$ cat src/sv/tea_pkg.sv
// Shared constants, types and the round mix function for the TEA cipher pipeline.
// No dependencies.
package tea_pkg;

    localparam int unsigned ROUNDS = 32;
    localparam int unsigned STAGES = 2 * ROUNDS;
    localparam int unsigned NUM_KEYS = 4;
    localparam int unsigned ADDR_W = 4;
    localparam logic [31:0] DELTA = 32'h9E37_79B9;

    // register indexes on paddr[3:2]
    localparam logic [1:0] REG_KEY0 = 2'd0;
    localparam logic [1:0] REG_KEY1 = 2'd1;
    localparam logic [1:0] REG_KEY2 = 2'd2;
    localparam logic [1:0] REG_KEY3 = 2'd3;

    localparam logic FUNC_ENC = 1'b0;
    localparam logic FUNC_DEC = 1'b1;

    typedef logic [NUM_KEYS-1:0][31:0] t_keys;

    typedef struct packed {
        logic        func;
        logic [31:0] y;
        logic [31:0] z;
    } t_blk;

    function automatic logic [31:0] mix(
        input logic [31:0] v,
        input logic [31:0] sum,
        input logic [31:0] ka,
        input logic [31:0] kb
    );
        return ((v << 4) + ka) ^ (v + sum) ^ ((v >> 5) + kb);
    endfunction

endpackage

$ cat src/sv/tea_round.sv
// One half-round stage of the TEA pipeline: updates one block word from the other.
// Depends on tea_pkg.
module tea_round (
    input  logic               i_clk,
    input  logic               i_rst_n,
    input  logic               i_vld,
    input  tea_pkg::t_blk      i_blk,
    input  tea_pkg::t_keys     i_keys,
    input  logic [31:0]        i_sum_enc,
    input  logic [31:0]        i_sum_dec,
    input  logic               i_half,
    output logic               o_vld,
    output tea_pkg::t_blk      o_blk
);

    logic          r_vld;
    tea_pkg::t_blk r_blk;
    tea_pkg::t_blk n_blk;

    logic        z_to_y;
    logic [31:0] src;
    logic [31:0] tgt;
    logic [31:0] sum;
    logic [31:0] ka;
    logic [31:0] kb;
    logic [31:0] m;
    logic [31:0] upd;

    // encrypt: first half y from z, second half z from y; decrypt runs it the other way
    assign z_to_y = (i_half == i_blk.func);
    assign src    = z_to_y ? i_blk.z : i_blk.y;
    assign tgt    = z_to_y ? i_blk.y : i_blk.z;
    assign ka     = z_to_y ? i_keys[0] : i_keys[2];
    assign kb     = z_to_y ? i_keys[1] : i_keys[3];
    assign sum    = (i_blk.func == tea_pkg::FUNC_DEC) ? i_sum_dec : i_sum_enc;
    assign m      = tea_pkg::mix(src, sum, ka, kb);
    assign upd    = (i_blk.func == tea_pkg::FUNC_DEC) ? (tgt - m) : (tgt + m);

    always_comb begin
        n_blk      = i_blk;
        if (z_to_y) begin
            n_blk.y = upd;
        end else begin
            n_blk.z = upd;
        end
    end

    always_ff @(posedge i_clk) begin
        if (!i_rst_n) begin
            r_vld <= 1'b0;
        end else begin
            r_vld <= i_vld;
        end
    end

    always_ff @(posedge i_clk) begin
        r_blk <= n_blk;
    end

    assign o_vld = r_vld;
    assign o_blk = r_blk;

endmodule

$ cat config.mk
export PLATFORM = sky130hd
export DESIGN_NAME = tea_round
export DESIGN_NICKNAME = d
export VERILOG_FILES = /design/src/sv/tea_pkg.sv /design/src/sv/tea_round.sv
export SDC_FILE = /design/constraint.sdc
export NUM_CORES = 1
export LEC_CHECK = 0
export ABC_AREA = 1
export BUFFER_PORTS_ARGS = -buffer_cell sky130_fd_sc_hd__buf_2
export CAP_MARGIN = 20
export CORE_ASPECT_RATIO = 1.75
export CORE_MARGIN = 2
export CORE_UTILIZATION = 37
export DETAILED_ROUTE_END_ITERATION = 8
export PLACE_DENSITY = 0.59
export SLEW_MARGIN = 20
export SYNTH_ARGS = -nofsm -noshare
export SYNTH_HDL_FRONTEND = slang
export SYNTH_SLANG_ARGS = --single-unit
$ cat constraint.sdc
create_clock -name i_clk -period 7.9 [get_ports i_clk]
set_input_delay 0.395 -clock i_clk [delete_from_list [all_inputs] [get_ports i_clk]]
set_output_delay 0.395 -clock i_clk [all_outputs]
set_load 0.02 [all_outputs]
==> run metrics <==
status finished, final reports clean; compound-cell area share of the yosys netlist 0.1294; crit path time final 7436 ps; global route total overflow 0; layout cells sized above 1 0.1741; initial antenna violation count 0; hold_sp i_vld; Seq/Total Area, Yosys 0.09557; Filler Cell Count 4082; Synth top area share 0.2759; final-report max-slew violation count 0; CP max FO 47; cell with the most instances after synthesis nand2_1; # nets final 3288; power per cell area 275.7 mW/mm^2; die height 259.7 microns; Unique masters post-synth 57; Area after DPL 0.01630 sq mm; clk buf depth 2; vias in the first global route 17470; fin area 0.01658 sq mm; DR DRC count 0; unrepaired setup endpoints after global routing no; initial core utilization 0.3748; final weighted congestion in routability-driven placement 1.018; initial DRC count 1037; IO Count 327; top routing layer in use met4; final hold vios 0; EDFF count, synth 0; Inserted Clock Buffers 9; clock sinks 66; Routed WL per cell 18.56 microns; Antenna Nets Post-Route 0; WL final 62.86 mm; Commonest cells post-synth 1016 x nand2_1, 305 x inv_1, 188 x nand3_1; Layout area overhead 19.96%; Worst Path Buf+Inv 10; Worst-Margin Slew 1024 ps; Yosys reg bits 66; CP Launch Point i_half; crit path max-delay cell type nor3_1; crit start category input pin; antenna diode count 0; CTS tree done; PortBufs 326; Vias 17620; XOR/XNOR Fraction of Synth Area 0.06788; FP Rows 93; Worst EP arrival 7680 ps; 1st-pass router iterations 6; Max Fclk 134.5 MHz; Critical Path Max Stage Delay 780 ps; critical path required time 8140 ps; post-route setup slack 463.9 ps; first-pass GRT wire length 93.18 mm; Post-CTS Hold Buffers 0; WP depth 43; gr usage total 0.3167; Setup TNS 0 ps; post-synth top area cell nand2_1; Main synth FF type dfxtp_1; top post-synthesis cells by area nand2_1 28%, ha_1 11%, dfxtp_1 9.6%; CORE AREA 0.03689 sq mm; most used cell, CP nand2_1; largest net degree at the start of global routing 54; simple-gate share of the synthesized area 0.4876; Die ar. 0.03899 sq mm; FFs w/ async S/R, synth 0; worst IR drop on VDD 0.1484 mV; overall power 4572 uW; Slew headroom 0.3121; Root Driver clkbuf_16; post-CTS sizing 0; mux cell area share after synthesis 0.003620; Setup WS pre-CTS 374.2 ps; Gate Count Post-Synth 2556; hpwl dp 55.35 mm; DR WL met3 2.379 mm; synthesized area per cell 5.409 sq um; # H-tree levels 3; Synth Area in Adders 0.1097; largest family of logic cells by synthesized area simple AND/OR/NAND/NOR gates; CP Capture Type flip-flop; Final setup violation count 0; met2 WL 33.06 mm; HP Class in -> reg; die width 150.1 microns; clock transition at the registers of the reported paths 60 ps; Synth Warn # 0; CP Class in -> reg; vias per cell 5.201; WHS Path Cells 3; fin crit share 0.9413; hold endpoint o_vld$_SDFF_PN0_; Post-CTS Setup Bufs 0; M1 WL 22.85 mm; Synth Cell Area 0.01382 sq mm; CP top delay family simple AND/OR/NAND/NOR gates; Mapped Nets 2937; Leakage 0.009586 uW; Max Cap Violations 0
## metal layers
layer  vias up  track usage
li1       8909            -
met1      7997       0.3257
met2       540       0.6077
met3       169      0.01544
met4         0       0.2081
met5         -            0
## registers in the layout, indices dropped and copies added (netlist names)
signal / flops
o_vld: 1
o_blk: 65
## report_power, final
part	internal, uW	switching [uW]
Combinational	1260	2370
Clock	243	155
Sequential	505	38.9
Total	2010	2570
## cell type report
type / instances / area [sq um] / share of cell area
multi-input combinational: 2127 / 11040 / 0.6658
clock inverter: 5 / 55.05 / 0.003320
sequential: 66 / 1321 / 0.07967
tap: 475 / 594.3 / 0.03584
inverter: 311 / 1175 / 0.07085
clock buffer: 11 / 232.7 / 0.01403
timing repair buffer: 392 / 2165 / 0.1305
## logic make-up after synthesis
family | Yosys count
adders and majority gates | 120
buffers and inverters | 363
AOI/OAI and AO/OA | 327
xor gates and xnor gates | 103
and+or+nand+nor | 1572
DFF | 66
muxes | 5
## metrics by stage
step	std cells	hold slack [ps]	util
floorplan	2556	422.7	-
global placement	3371	575.8	0.4418
detailed placement	3371	592.8	0.4418
CTS	3387	233.8	0.4496
global route	3387	257.1	0.4496
finish	3387	244.1	0.4496
## how the worst max path moves through the flow
stage | endpoint | slack [ps]
after detailed placement | o_blk[31]$_DFF_P_ | 370
final | o_blk[63]$_DFF_P_ | 460
after global routing | o_blk[63]$_DFF_P_ | 130
after CTS | o_blk[31]$_DFF_P_ | 720
after floorplan | o_blk[58]$_DFF_P_ | 1950
after global placement | o_blk[63]$_DFF_P_ | 330
## cells in the final DEF (no fill, tap or decap), drive strengths merged, types with 4 or more instances in the layout
cell type / count
o21a: 6
nor4: 4
nor2: 193
dfxtp: 66
or2: 11
a31oi: 9
xor2: 55
a21boi: 5
nand2: 1065
nand3b: 26
nand3: 203
nor3: 28
nand4: 39
a21oi: 133
clkbuf: 11
o21ai: 143
xnor2: 46
buf: 392
o21bai: 10
o211ai: 4
inv: 310
mux2i: 5
a21o: 7
ha: 118
## worst min-delay path: stages
cell	delay, ps
buf_2	80
nand2_1	40
inv_1	40
No activity file was read; power rests on OpenSTA's default activity.
